**src/hw/rtl/rtea_block_cipher_assert.svh**
```systemverilog
// Assertion macros shared by the RTEA cipher RTL.
`ifndef RTEA_BLOCK_CIPHER_ASSERT_SVH
`define RTEA_BLOCK_CIPHER_ASSERT_SVH

// Checks that the consequent holds in the same cycle as the antecedent.
`define RTEA_ASSERT_SAME(lbl, ante, cons, msg) \
	lbl: assert property (@(posedge clk) disable iff (!arst_n) (ante) |-> (cons)) \
		else $error(msg);

// Checks that the consequent holds in the cycle after the antecedent.
`define RTEA_ASSERT_NEXT(lbl, ante, cons, msg) \
	lbl: assert property (@(posedge clk) disable iff (!arst_n) (ante) |=> (cons)) \
		else $error(msg);

`endif

```
**src/hw/rtl/rtea_pkg.sv**
```systemverilog
// Shared types, constants and the round mixing function of the RTEA cipher.
`default_nettype none

package rtea_pkg;

	localparam int unsigned WORD_W        = 32;
	localparam int unsigned KEY_REG_W     = 64;
	localparam int unsigned KEY_REGS      = 4;
	localparam int unsigned KEY_WORDS     = 8;
	localparam int unsigned ROUNDS_NARROW = 48;
	localparam int unsigned ROUNDS_WIDE   = 64;
	localparam int unsigned NUM_CELLS     = ROUNDS_WIDE;
	localparam int unsigned ROUND_W       = $clog2(ROUNDS_WIDE);
	localparam int unsigned COUNT_W       = ROUND_W + 1;
	localparam int unsigned REG_IDX_W     = 3;
	localparam int unsigned MIX_LEFT      = 6;
	localparam int unsigned MIX_RIGHT     = 8;

	// Configuration register indexes.
	localparam logic [REG_IDX_W-1:0] REG_KEY_01 = 3'd0;
	localparam logic [REG_IDX_W-1:0] REG_KEY_23 = 3'd1;
	localparam logic [REG_IDX_W-1:0] REG_KEY_45 = 3'd2;
	localparam logic [REG_IDX_W-1:0] REG_KEY_67 = 3'd3;
	localparam logic [REG_IDX_W-1:0] REG_WIDE   = 3'd4;

	// Block operation codes.
	localparam logic KIND_ENCRYPT = 1'b0;
	localparam logic KIND_DECRYPT = 1'b1;

	typedef logic [KEY_WORDS-1:0][WORD_W-1:0] rtea_keys_t;

	typedef struct packed {
		rtea_keys_t keys;
		logic       wide;
	} rtea_key_cfg_t;

	// One block in flight, handed from cell to cell.
	typedef struct packed {
		logic              valid;
		logic              kind;
		logic [WORD_W-1:0] left;
		logic [WORD_W-1:0] right;
	} rtea_stage_t;

	function automatic logic [WORD_W-1:0] rtea_mix(input logic [WORD_W-1:0] x);
		return (x << MIX_LEFT) ^ (x >> MIX_RIGHT);
	endfunction

endpackage

`default_nettype wire

```
**src/hw/rtl/rtea_if.sv**
```systemverilog
// Valid/ready channel interfaces for blocks in, blocks out and register writes.
`default_nettype none


interface rtea_cfg_if;
	import rtea_pkg::*;
	logic                 valid;
	logic                 ready;
	logic [REG_IDX_W-1:0] reg_index;
	logic [KEY_REG_W-1:0] wr_data;
	modport source (output valid, reg_index, wr_data, input ready);
	modport sink   (input valid, reg_index, wr_data, output ready);
endinterface

`default_nettype wire

```
**src/hw/rtl/rtea_key_regs.sv**
```systemverilog
// Key and key-size configuration registers of the RTEA cipher.
`default_nettype none

module rtea_key_regs
	import rtea_pkg::*;
(
	input  wire logic    clk,
	input  wire logic    arst_n,
	rtea_cfg_if.sink     cfg,
	output rtea_key_cfg_t key_cfg
);

	logic [KEY_REGS-1:0][KEY_REG_W-1:0] key_q;
	logic                               wide_q;

	assign cfg.ready = 1'b1;

	always_ff @(posedge clk or negedge arst_n) begin
		if (!arst_n) begin
			key_q  <= '0;
			wide_q <= 1'b0;
		end else if (cfg.valid) begin
			unique case (cfg.reg_index)
				REG_KEY_01: key_q[0] <= cfg.wr_data;
				REG_KEY_23: key_q[1] <= cfg.wr_data;
				REG_KEY_45: key_q[2] <= cfg.wr_data;
				REG_KEY_67: key_q[3] <= cfg.wr_data;
				REG_WIDE:   wide_q   <= cfg.wr_data[0];
				default: begin
				end
			endcase
		end
	end

	// Each 64-bit register carries the odd word in its upper half.
	always_comb begin
		for (int j = 0; j < KEY_REGS; j++) begin
			key_cfg.keys[2*j]   = key_q[j][WORD_W-1:0];
			key_cfg.keys[2*j+1] = key_q[j][KEY_REG_W-1:WORD_W];
		end
		key_cfg.wide = wide_q;
	end

endmodule

`default_nettype wire

```
**src/flat_wrapper.sv**
```systemverilog
// flat-port wrapper written by rule: the top's interface ports become plain ports
module rtea_key_regs_flat import rtea_pkg::*;
  (clk, arst_n, key_cfg, cfg_valid, cfg_reg_index, cfg_wr_data, cfg_ready);
  rtea_cfg_if cfg_i ();
  input  wire logic clk;
  input  wire logic arst_n;
  output rtea_key_cfg_t key_cfg;
  input wire logic [$bits(cfg_i.valid)-1:0] cfg_valid;
  input wire logic [$bits(cfg_i.reg_index)-1:0] cfg_reg_index;
  input wire logic [$bits(cfg_i.wr_data)-1:0] cfg_wr_data;
  output wire logic [$bits(cfg_i.ready)-1:0] cfg_ready;
  assign cfg_i.valid = cfg_valid;
  assign cfg_i.reg_index = cfg_reg_index;
  assign cfg_i.wr_data = cfg_wr_data;
  assign cfg_ready = cfg_i.ready;
  rtea_key_regs u_core (.clk(clk), .arst_n(arst_n), .cfg(cfg_i), .key_cfg(key_cfg));
endmodule
```
**config.mk**
```make
export PLATFORM = sky130hd
export DESIGN_NAME = rtea_key_regs_flat
export DESIGN_NICKNAME = d
export VERILOG_FILES = /design/src/hw/rtl/rtea_block_cipher_assert.svh /design/src/hw/rtl/rtea_pkg.sv /design/src/hw/rtl/rtea_if.sv /design/src/hw/rtl/rtea_key_regs.sv /design/src/flat_wrapper.sv
export SDC_FILE = /design/constraint.sdc
export NUM_CORES = 1
export LEC_CHECK = 0
export ABC_AREA = 0
export BUFFER_PORTS_ARGS = -buffer_cell sky130_fd_sc_hd__clkbuf_2
export CORE_ASPECT_RATIO = 0.8
export CORE_MARGIN = 4
export CORE_UTILIZATION = 30
export DETAILED_ROUTE_END_ITERATION = 12
export HOLD_SLACK_MARGIN = 0.1
export REMOVE_ABC_BUFFERS = 1
export SYNTH_ARGS = -nofsm -noshare
export SYNTH_HDL_FRONTEND = slang
export SYNTH_SLANG_ARGS = --single-unit
```
**constraint.sdc**
```tcl
create_clock -name clk -period 1.05 [get_ports clk]
set_clock_uncertainty 0.05 [all_clocks]
set_input_delay 0.0525 -clock clk [delete_from_list [all_inputs] [get_ports clk]]
set_output_delay 0.0525 -clock clk [all_outputs]
set_load 0.05 [all_outputs]
```
==> results.cfg <==
[outcome]
outcome = finished with violations
violations = hold timing, setup timing

[cts]
ctsRootBufferMaster = clkbuf_16
cts_inserted_buffers = 28
clock-sinks = 257
clkTransAtPathRegs_ns = 0.06
tritoncts = done
ctsLongestPathBuffers = 3
htree_levels = 1
ctsHoldBuffers = 66
clock_latency_ns = 0.53

[setup_path]
startpoint = u_core.key_cfg[113]
crit_family = flip-flops
crit_arrival_ns = 1.15
timing.rr.end = u_core.key_cfg[49]
r2r_slack_ns = -0.07
crit_path_start_kind = register
path_class = register to primary output
critical_path_depth = 1
critPathBufInv = 1
worstPathRequired_ns = 0.95
reg2reg_depth = 3
cpPeakStageDelay_ns = 0.43
crit_chain = buf_8
end_kind = primary output
crit_path_end = key_cfg[113]
path_max_fanout = 2
cp_slowest_cell = dfrtp_1
r2r-start = u_core.key_cfg[49]

[power_and_ir_drop]
p_leak_nw = 8.61
finalPower_mw = 45.6
ir_worst_vdd_mv = 1.38
p_per_area_nw_per_um2 = 2510

[drt]
vias = 6966
first_iter_violations = 290
via_per_inst = 4.30
wl_per_cell_um = 19.9
first_pass_iters = 4
antenna_left = 0
drc = 0
routed_wl_um = 32200

[timing]
max_freq_ghz = 0.798
finalHoldViolCount = 24
setup_viol = 280
maxSlewViolCount = 0
fin_hold_ws_ns = -0.0348
fin_ws_ns = -0.204
rsz0062_at_grt = yes
min_period_ns = 1.25
period_share = 1.19

[cells_and_area]
layout-area-overhead-vs-synth_pct = 72.2
fin_nets = 1195
layout-drive-gt1-share = 0.713

[worst_hold_path]
hold_path_class = input port to asynchronous set/reset pin

[global_route]
antenna_found_initial = 1
grt_pass1_vias = 7810
grtUsageTotal = 0.156
overflow = 0
grt_max_degree = 40
grt_pass1_wl_um = 47400

[floorplanning]
core_area_sq_um = 34700
die_area_sq_um = 38200
num_io_pins = 328
start_util = 0.304
die_width_um = 217
rows = 61
die_h_um = 176

[logic_synthesis]
synth_cells = 550
synth_area_sq_um = 10500
yosysWarnings = 0
avgSynthCellArea_sq_um = 19.1
synth.distinct_cells = 12
seq_area_frac_synth = 0.611
synth.ff_latch_count = 257

[job]
drv_cap = 0

[place]
gp_congestion = 0.727
numPortBuffers = 326
hpwl_um = 18700
pre_cts_slack_ns = -0.409
routing by layer:
metal	vias up	GRT usage	wire length, um
met5	-	0	0
met4	0	0.0424	951
met3	55	0.0400	1920
met2	231	0.267	16100
met1	3580	0.196	13100
li1	3100	-	-
sequential cells by signal (all words and copies together) (netlist names):
name / cells
u_core.wide_q: 1
u_core.key_cfg: 256
stage by stage:
| stage | instances | utilization | TNS [ns] | cell area, sq um |
|---|---|---|---|---|
| 3_3_place_gp | 1369 | 0.372 | -74.20 | 12900 |
| 6_report | 1619 | 0.523 | -42.01 | 18100 |
| 4_1_cts | 1571 | 0.503 | -53.37 | 17400 |
| 3_5_place_dp | 1369 | 0.372 | -77.01 | 12900 |
| 5_1_grt | 1619 | 0.523 | -54.46 | 18100 |
| 2_1_floorplan | 520 | - | -724.93 | 10100 |
kinds of logic after synthesis:
group / share of synthesized area
multiplexers: 0.339
flip-flops: 0.611
buffers and inverters: 0.0436
AND/OR/NAND/NOR: 0.00582
other: 0.000356
synth_stat cells:
| cell type | count | area (sq um) |
|---|---|---|
| and4bb_1 | 2 | 25.0 |
| and4bb_2 | 1 | 12.5 |
| buf_12 | 18 | 360 |
| buf_2 | 1 | 5.00 |
| buf_4 | 8 | 60.1 |
| buf_6 | 3 | 33.8 |
| conb_1 | 1 | 3.75 |
| dfrtp_1 | 257 | 6430 |
| mux2_2 | 77 | 867 |
| mux2_4 | 180 | 2700 |
| nand4b_1 | 1 | 8.76 |
| nor4b_2 | 1 | 15.0 |
what timing repair did:
action | 4_1_cts | 5_1_grt
setup buffers | 85 | 47
gates resized for setup | 514 | 263
hold endpoints to repair | 514 | 26
endpoints found under the setup margin | 257 | 257
layout make-up:
cell class              instances  area [sq um]
diodes                          1          2.50
fillers                      2688         16500
repair buffers                575          6470
flip-flops and latches        257          6430
well taps                     472           591
multi-input cells             263          3650
clock buffers                  42           855
clock inverters                 9           124
how the worst min path moves through the flow:
stage | start | end | slack, ns | depth (start not counted)
after floorplan | arst_n | u_core.key_cfg[100] | -0.29 | 0
after global placement | arst_n | u_core.key_cfg[164] | -0.05 | 1
after detailed placement | arst_n | u_core.key_cfg[36] | -0.05 | 1
after CTS | arst_n | u_core.key_cfg[3] | -0.06 | 2
after global routing | arst_n | u_core.key_cfg[164] | -0.02 | 2
final | arst_n | u_core.key_cfg[164] | -0.03 | 2
power breakdown:
part | internal (mW) | switching (mW) | leakage, nW
Sequential | 12.1 | 2.26 | 3.08
Clock | 6.33 | 4.03 | 0.487
Combinational | 9.97 | 10.8 | 5.04
placed cells by master (no fill, tap or decap):
master,n
and4bb_2,1
and4bb_4,2
buf_12,16
buf_4,162
buf_6,5
buf_8,258
bufinv_16,3
clkbuf_1,5
clkbuf_16,29
clkbuf_2,68
clkbuf_8,8
clkinv_2,5
conb_1,1
dfrtp_1,256
dfrtp_2,1
diode_2,1
dlygate4sd3_1,66
inv_6,1
mux2_2,77
mux2_4,180
nand4b_1,1
nor4b_4,1
Power figures use the tool's default switching activity.
