### src/hw/rtl/rtea_block_cipher_assert.svh
// Assertion macros shared by the RTEA cipher RTL.
`ifndef RTEA_BLOCK_CIPHER_ASSERT_SVH
`define RTEA_BLOCK_CIPHER_ASSERT_SVH

// Checks that the consequent holds in the same cycle as the antecedent.
`define RTEA_ASSERT_SAME(lbl, ante, cons, msg) \
	lbl: assert property (@(posedge clk) disable iff (!arst_n) (ante) |-> (cons)) \
		else $error(msg);

// Checks that the consequent holds in the cycle after the antecedent.
`define RTEA_ASSERT_NEXT(lbl, ante, cons, msg) \
	lbl: assert property (@(posedge clk) disable iff (!arst_n) (ante) |=> (cons)) \
		else $error(msg);

`endif

### src/hw/rtl/rtea_pkg.sv
// Shared types, constants and the round mixing function of the RTEA cipher.
`default_nettype none

package rtea_pkg;

	localparam int unsigned WORD_W        = 32;
	localparam int unsigned KEY_REG_W     = 64;
	localparam int unsigned KEY_REGS      = 4;
	localparam int unsigned KEY_WORDS     = 8;
	localparam int unsigned ROUNDS_NARROW = 48;
	localparam int unsigned ROUNDS_WIDE   = 64;
	localparam int unsigned NUM_CELLS     = ROUNDS_WIDE;
	localparam int unsigned ROUND_W       = $clog2(ROUNDS_WIDE);
	localparam int unsigned COUNT_W       = ROUND_W + 1;
	localparam int unsigned REG_IDX_W     = 3;
	localparam int unsigned MIX_LEFT      = 6;
	localparam int unsigned MIX_RIGHT     = 8;

	// Configuration register indexes.
	localparam logic [REG_IDX_W-1:0] REG_KEY_01 = 3'd0;
	localparam logic [REG_IDX_W-1:0] REG_KEY_23 = 3'd1;
	localparam logic [REG_IDX_W-1:0] REG_KEY_45 = 3'd2;
	localparam logic [REG_IDX_W-1:0] REG_KEY_67 = 3'd3;
	localparam logic [REG_IDX_W-1:0] REG_WIDE   = 3'd4;

	// Block operation codes.
	localparam logic KIND_ENCRYPT = 1'b0;
	localparam logic KIND_DECRYPT = 1'b1;

	typedef logic [KEY_WORDS-1:0][WORD_W-1:0] rtea_keys_t;

	typedef struct packed {
		rtea_keys_t keys;
		logic       wide;
	} rtea_key_cfg_t;

	// One block in flight, handed from cell to cell.
	typedef struct packed {
		logic              valid;
		logic              kind;
		logic [WORD_W-1:0] left;
		logic [WORD_W-1:0] right;
	} rtea_stage_t;

	function automatic logic [WORD_W-1:0] rtea_mix(input logic [WORD_W-1:0] x);
		return (x << MIX_LEFT) ^ (x >> MIX_RIGHT);
	endfunction

endpackage

`default_nettype wire

### src/hw/rtl/rtea_cell.sv
// One round cell of the RTEA pipeline: applies its round, or passes the block on.
`default_nettype none

module rtea_cell
	import rtea_pkg::*;
#(
	parameter int unsigned CellIdx = 0
) (
	input  wire logic          clk,
	input  wire logic          arst_n,
	input  wire logic          advance,
	input  wire rtea_key_cfg_t key_cfg,
	input  wire rtea_stage_t   word_in,
	output rtea_stage_t        word_out
);

	localparam logic [COUNT_W-1:0] CELL_POS = COUNT_W'(CellIdx);

	logic [COUNT_W-1:0]  rounds;
	logic [COUNT_W-1:0]  rev_pos;
	logic [ROUND_W-1:0]  round_idx;
	logic                active;
	logic [2:0]          key_sel;
	logic [WORD_W-1:0]   src;
	logic [WORD_W-1:0]   dst;
	logic [WORD_W-1:0]   f_val;
	logic [WORD_W-1:0]   new_val;
	logic [WORD_W-1:0]   next_left;
	logic [WORD_W-1:0]   next_right;
	logic                valid_q;
	logic                kind_q;
	logic [WORD_W-1:0]   left_q;
	logic [WORD_W-1:0]   right_q;

	// Encryption runs round k in cell k; decryption runs the rounds backwards.
	// Cells beyond the round count only delay the block.
	always_comb begin
		rounds     = key_cfg.wide ? COUNT_W'(ROUNDS_WIDE) : COUNT_W'(ROUNDS_NARROW);
		active     = CELL_POS < rounds;
		rev_pos    = rounds - COUNT_W'(1) - CELL_POS;
		round_idx  = (word_in.kind == KIND_DECRYPT) ? rev_pos[ROUND_W-1:0]
		                                            : CELL_POS[ROUND_W-1:0];
		key_sel    = {round_idx[2] & key_cfg.wide, round_idx[1:0]};
		// Odd rounds update the right word from the left one.
		src        = round_idx[0] ? word_in.left  : word_in.right;
		dst        = round_idx[0] ? word_in.right : word_in.left;
		f_val      = src + rtea_mix(src) + key_cfg.keys[key_sel] + WORD_W'(round_idx);
		new_val    = (word_in.kind == KIND_DECRYPT) ? dst - f_val : dst + f_val;
		next_left  = word_in.left;
		next_right = word_in.right;
		if (active) begin
			if (round_idx[0]) begin
				next_right = new_val;
			end else begin
				next_left = new_val;
			end
		end
	end

	always_ff @(posedge clk or negedge arst_n) begin
		if (!arst_n) begin
			valid_q <= 1'b0;
		end else if (advance) begin
			valid_q <= word_in.valid;
		end
	end

	always_ff @(posedge clk) begin
		if (advance) begin
			kind_q  <= word_in.kind;
			left_q  <= next_left;
			right_q <= next_right;
		end
	end

	assign word_out = {valid_q, kind_q, left_q, right_q};

endmodule

`default_nettype wire

### config.mk
export PLATFORM = sky130hd
export DESIGN_NAME = rtea_cell
export DESIGN_NICKNAME = d
export VERILOG_FILES = /design/src/hw/rtl/rtea_block_cipher_assert.svh /design/src/hw/rtl/rtea_pkg.sv /design/src/hw/rtl/rtea_cell.sv
export SDC_FILE = /design/constraint.sdc
export NUM_CORES = 1
export LEC_CHECK = 0
export BUFFER_PORTS_ARGS = -buffer_cell sky130_fd_sc_hd__clkbuf_2
export CELL_PAD_IN_SITES_DETAIL_PLACEMENT = 1
export CELL_PAD_IN_SITES_GLOBAL_PLACEMENT = 2
export CORE_MARGIN = 2
export CORE_UTILIZATION = 28
export CTS_BUF_LIST = sky130_fd_sc_hd__clkbuf_4
export DETAILED_ROUTE_END_ITERATION = 8
export PLACE_DENSITY_LB_ADDON = 0.05
export SLEW_MARGIN = 20
export SYNTH_ARGS = -nofsm -noshare
export SYNTH_HDL_FRONTEND = slang
export SYNTH_SLANG_ARGS = --single-unit
### constraint.sdc
create_clock -name clk -period 0.8 [get_ports clk]
set_input_delay 0.16 -clock clk [delete_from_list [all_inputs] [get_ports clk]]
set_output_delay 0.16 -clock clk [all_outputs]
set_load 0.005 [all_outputs]
==> out/summary.txt <==
final setup TNS: -298.55 ns
TritonRoute pass-1 iters: 4
Post-synth EDFFs: 65
first-pass GRT wire length: 60.55 mm
Bufs and invs on worst path: 6
post-synthesis cell type count: 88
Setup Skew: 0 ns
Final nets: 2166
antenna-violating nets left: 0
Power Density: 5319 nW/um2
#FFs+latches synth: 66
clock root cell: clkbuf_4
critical path startpoint category: primary input
hpwl dp: 33.96 mm
clk slew on worst S/H paths: 0.13 ns
Seq/Total Area, Yosys: 0.2074
share of cells above drive strength 1: 0.5567
H-Tree Depth: 3
GR Util All Layers: 0.2209
status: complete, but fails checks
post-route cell area: 16270 um2
antenna violations before repair: 1
setup ws final: -5.681 ns
gr ovfl total: 0
Largest delay share family, worst path: compound AO/OA/AOI/OAI gates
RePlAce Congestion: 0.8528
RSZ-0062 raised after global routing: yes
Slew @ Worst Pin: 0.4429 ns
worst path required time: 1.11 ns
Clk pwr share: 0.029
Mean Syn Cell Area: 8.713 um2
Vias/cell: 4.810
Syn. warnings: 0
failing checks: negative setup slack
leakage power: 7.799 nW
post-placement cell area: 13970 um2
TritonCTS buffer count: 9
CP Launch Point: word_in[64]
Total Power: 0.08656 W
Main synth FF type: edfxtp_1
Worst EP arrival: 6.79 ns
CP Capture Type: flop
Die Ht: 188.5 um
share of the synthesized area in the top cell type: 0.2048
P_int: 0.04804 W
WL/cell: 18.83 um
die width: 188.5 um
Max Clock Freq: 154.3 MHz
Worst-Skew Late Latency: 0.43 ns
Hold Slack: 0.06426 ns
Fin. Hold Viols: 0
final setup fails: 130
switching power: 0.03851 W
drt total wl: 40.81 mm
pins over their slew limit: 0
area of the core: 33530 um2
Cells after Synth: 1094
Comb power frac: 0.889
CP max-delay cell: fa_1
Initial Utilization: 0.2843
Seq pwr share: 0.081
Peak supply drop: 0.001813 V
CTS tree: yes
critical setup path kind: primary input to flop
Final period util: 8.101
cell taking the most area after synthesis: edfxtp_1
die area: 35530 um2
clk sinks: 66
min cycle time layout: 6.481 ns
Filler cells: 3926
clk buf depth: 2
Buffers on Ports: 231
ranking of synthesized cells by area: edfxtp_1, ha_1, fa_1
max_cap viols: 0
HP Start: word_in[43]
Area Growth Syn to Fin: 70.73%
largest net degree at the start of global routing: 23
vias in the first global route: 10889
io pins: 392
row count: 67
Async SR Flop Fraction: 0.01515
critical path fanouts, max: 7
Synth Cell Area: 9532 um2
fin util: 0.4853
DR DRC count: 0
Hold Path Class: primary input to flop
relative slew slack: 0.6971
syn nets: 1546
DR iter-0 viols: 383
R2R Path Start: valid_q$_DFFE_PN0P_
Critical Path Max Stage Delay: 0.54 ns
Switching Fraction: 0.4449
vias: 10428
## path summary, 6_finish.rpt
check | end | slack (ns) | cells after the start
max | left_q[31]$_DFFE_PP_ | -5.68 | 30
max in group asynchronous | valid_q$_DFFE_PN0P_ | 0.14 | 3
min | left_q[11]$_DFFE_PP_ | 0.06 | 3
min reg2reg | valid_q$_DFFE_PN0P_ | 0.53 | 1
max reg2reg | valid_q$_DFFE_PN0P_ | 0.05 | 1
min in group asynchronous | valid_q$_DFFE_PN0P_ | 0.56 | 3
## synth_stat cells, drive strengths merged, types with 6 or more instances
cell	n
and3	10
a211oi	7
xor2	40
o21a	11
a211o	6
a31oi	11
nand2b	9
nor2	85
a21oi	120
nand2	101
fa	38
buf	19
nand3	14
mux2	42
nor3	17
o211ai	10
and2	10
ha	88
inv	55
a21o	50
nor2b	33
xnor2	56
edfxtp	65
mux2i	38
nand4	7
o21ai	40
clkbuf	28
## repair_timing
item | CTS | global route
hold buffers | 3 | 0
gates cloned | 2 | 1
resized for setup | 120 | 196
hold endpoints to repair | 2 | 0
setup buffers | 29 | 42
pin swaps | 55 | 99
endpoints found under the setup margin | 130 | 130
## power groups by stage
stage                     Sequential, W  Clock, W  Combinational [W]
after global placement          0.00706         0             0.0561
after detailed placement        0.00712         0             0.0570
after CTS                       0.00704   0.00264             0.0643
after floorplan                 0.00732         0             0.0310
final                           0.00703   0.00255             0.0770
after global routing            0.00717   0.00276             0.0828
## worst min-delay path: cells and delay by family
kind,cells,cell delay [ns]
simple gates,2,0.11
buf+inv,1,0.13
## cells in the final DEF, fill, tap and decap left out, types with 35 or more instances in the layout
| master | n |
|---|---|
| edfxtp_1 | 65 |
| a21o_1 | 50 |
| inv_1 | 48 |
| fa_1 | 35 |
| clkbuf_2 | 226 |
| a21oi_2 | 39 |
| nand2_1 | 91 |
| a21oi_1 | 71 |
| buf_6 | 40 |
| nor2_1 | 74 |
| ha_1 | 68 |
| buf_4 | 370 |
## per-layer routing
layer,share of wire,global-route usage
met4,0.0095,0.03516
met5,0,0
met3,0.029,0.01397
met2,0.45,0.3508
met1,0.51,0.3333
## through the flow
step	setup slack, ns	std cells
floorplan	-5.761	1094
global placement	-6.106	2085
detailed placement	-6.255	2085
CTS	-5.435	2133
global route	-5.934	2168
finish	-5.681	2168
## final cells by class
class	count	area, um2	share of cell area
flip-flops and latches	66	1977	0.1215
diodes	1	2.502	0.0001538
well taps	448	560.5	0.03445
repair buffers	657	4715	0.2897
clock buffers	9	67.56	0.004152
multi-input cells	924	8640	0.5309
inverters	56	217.7	0.01338
clock inverters	7	93.84	0.005767
## sequential cells by signal, summed over array words and instances, names as in the netlist
register and flops:
left_q 32, right_q 32, kind_q 1, valid_q 1
## kinds of logic after synthesis
| family | count (synthesis) | share of synthesized area |
|---|---|---|
| compound gates | 301 | 0.2056 |
| flops | 66 | 0.2074 |
| xor+xnor | 96 | 0.08821 |
| fa+ha+maj | 126 | 0.1953 |
| mux | 80 | 0.08952 |
| buf+inv | 104 | 0.04725 |
| simple gates | 321 | 0.1667 |
Note: power is estimated with default switching activity, not from simulation.
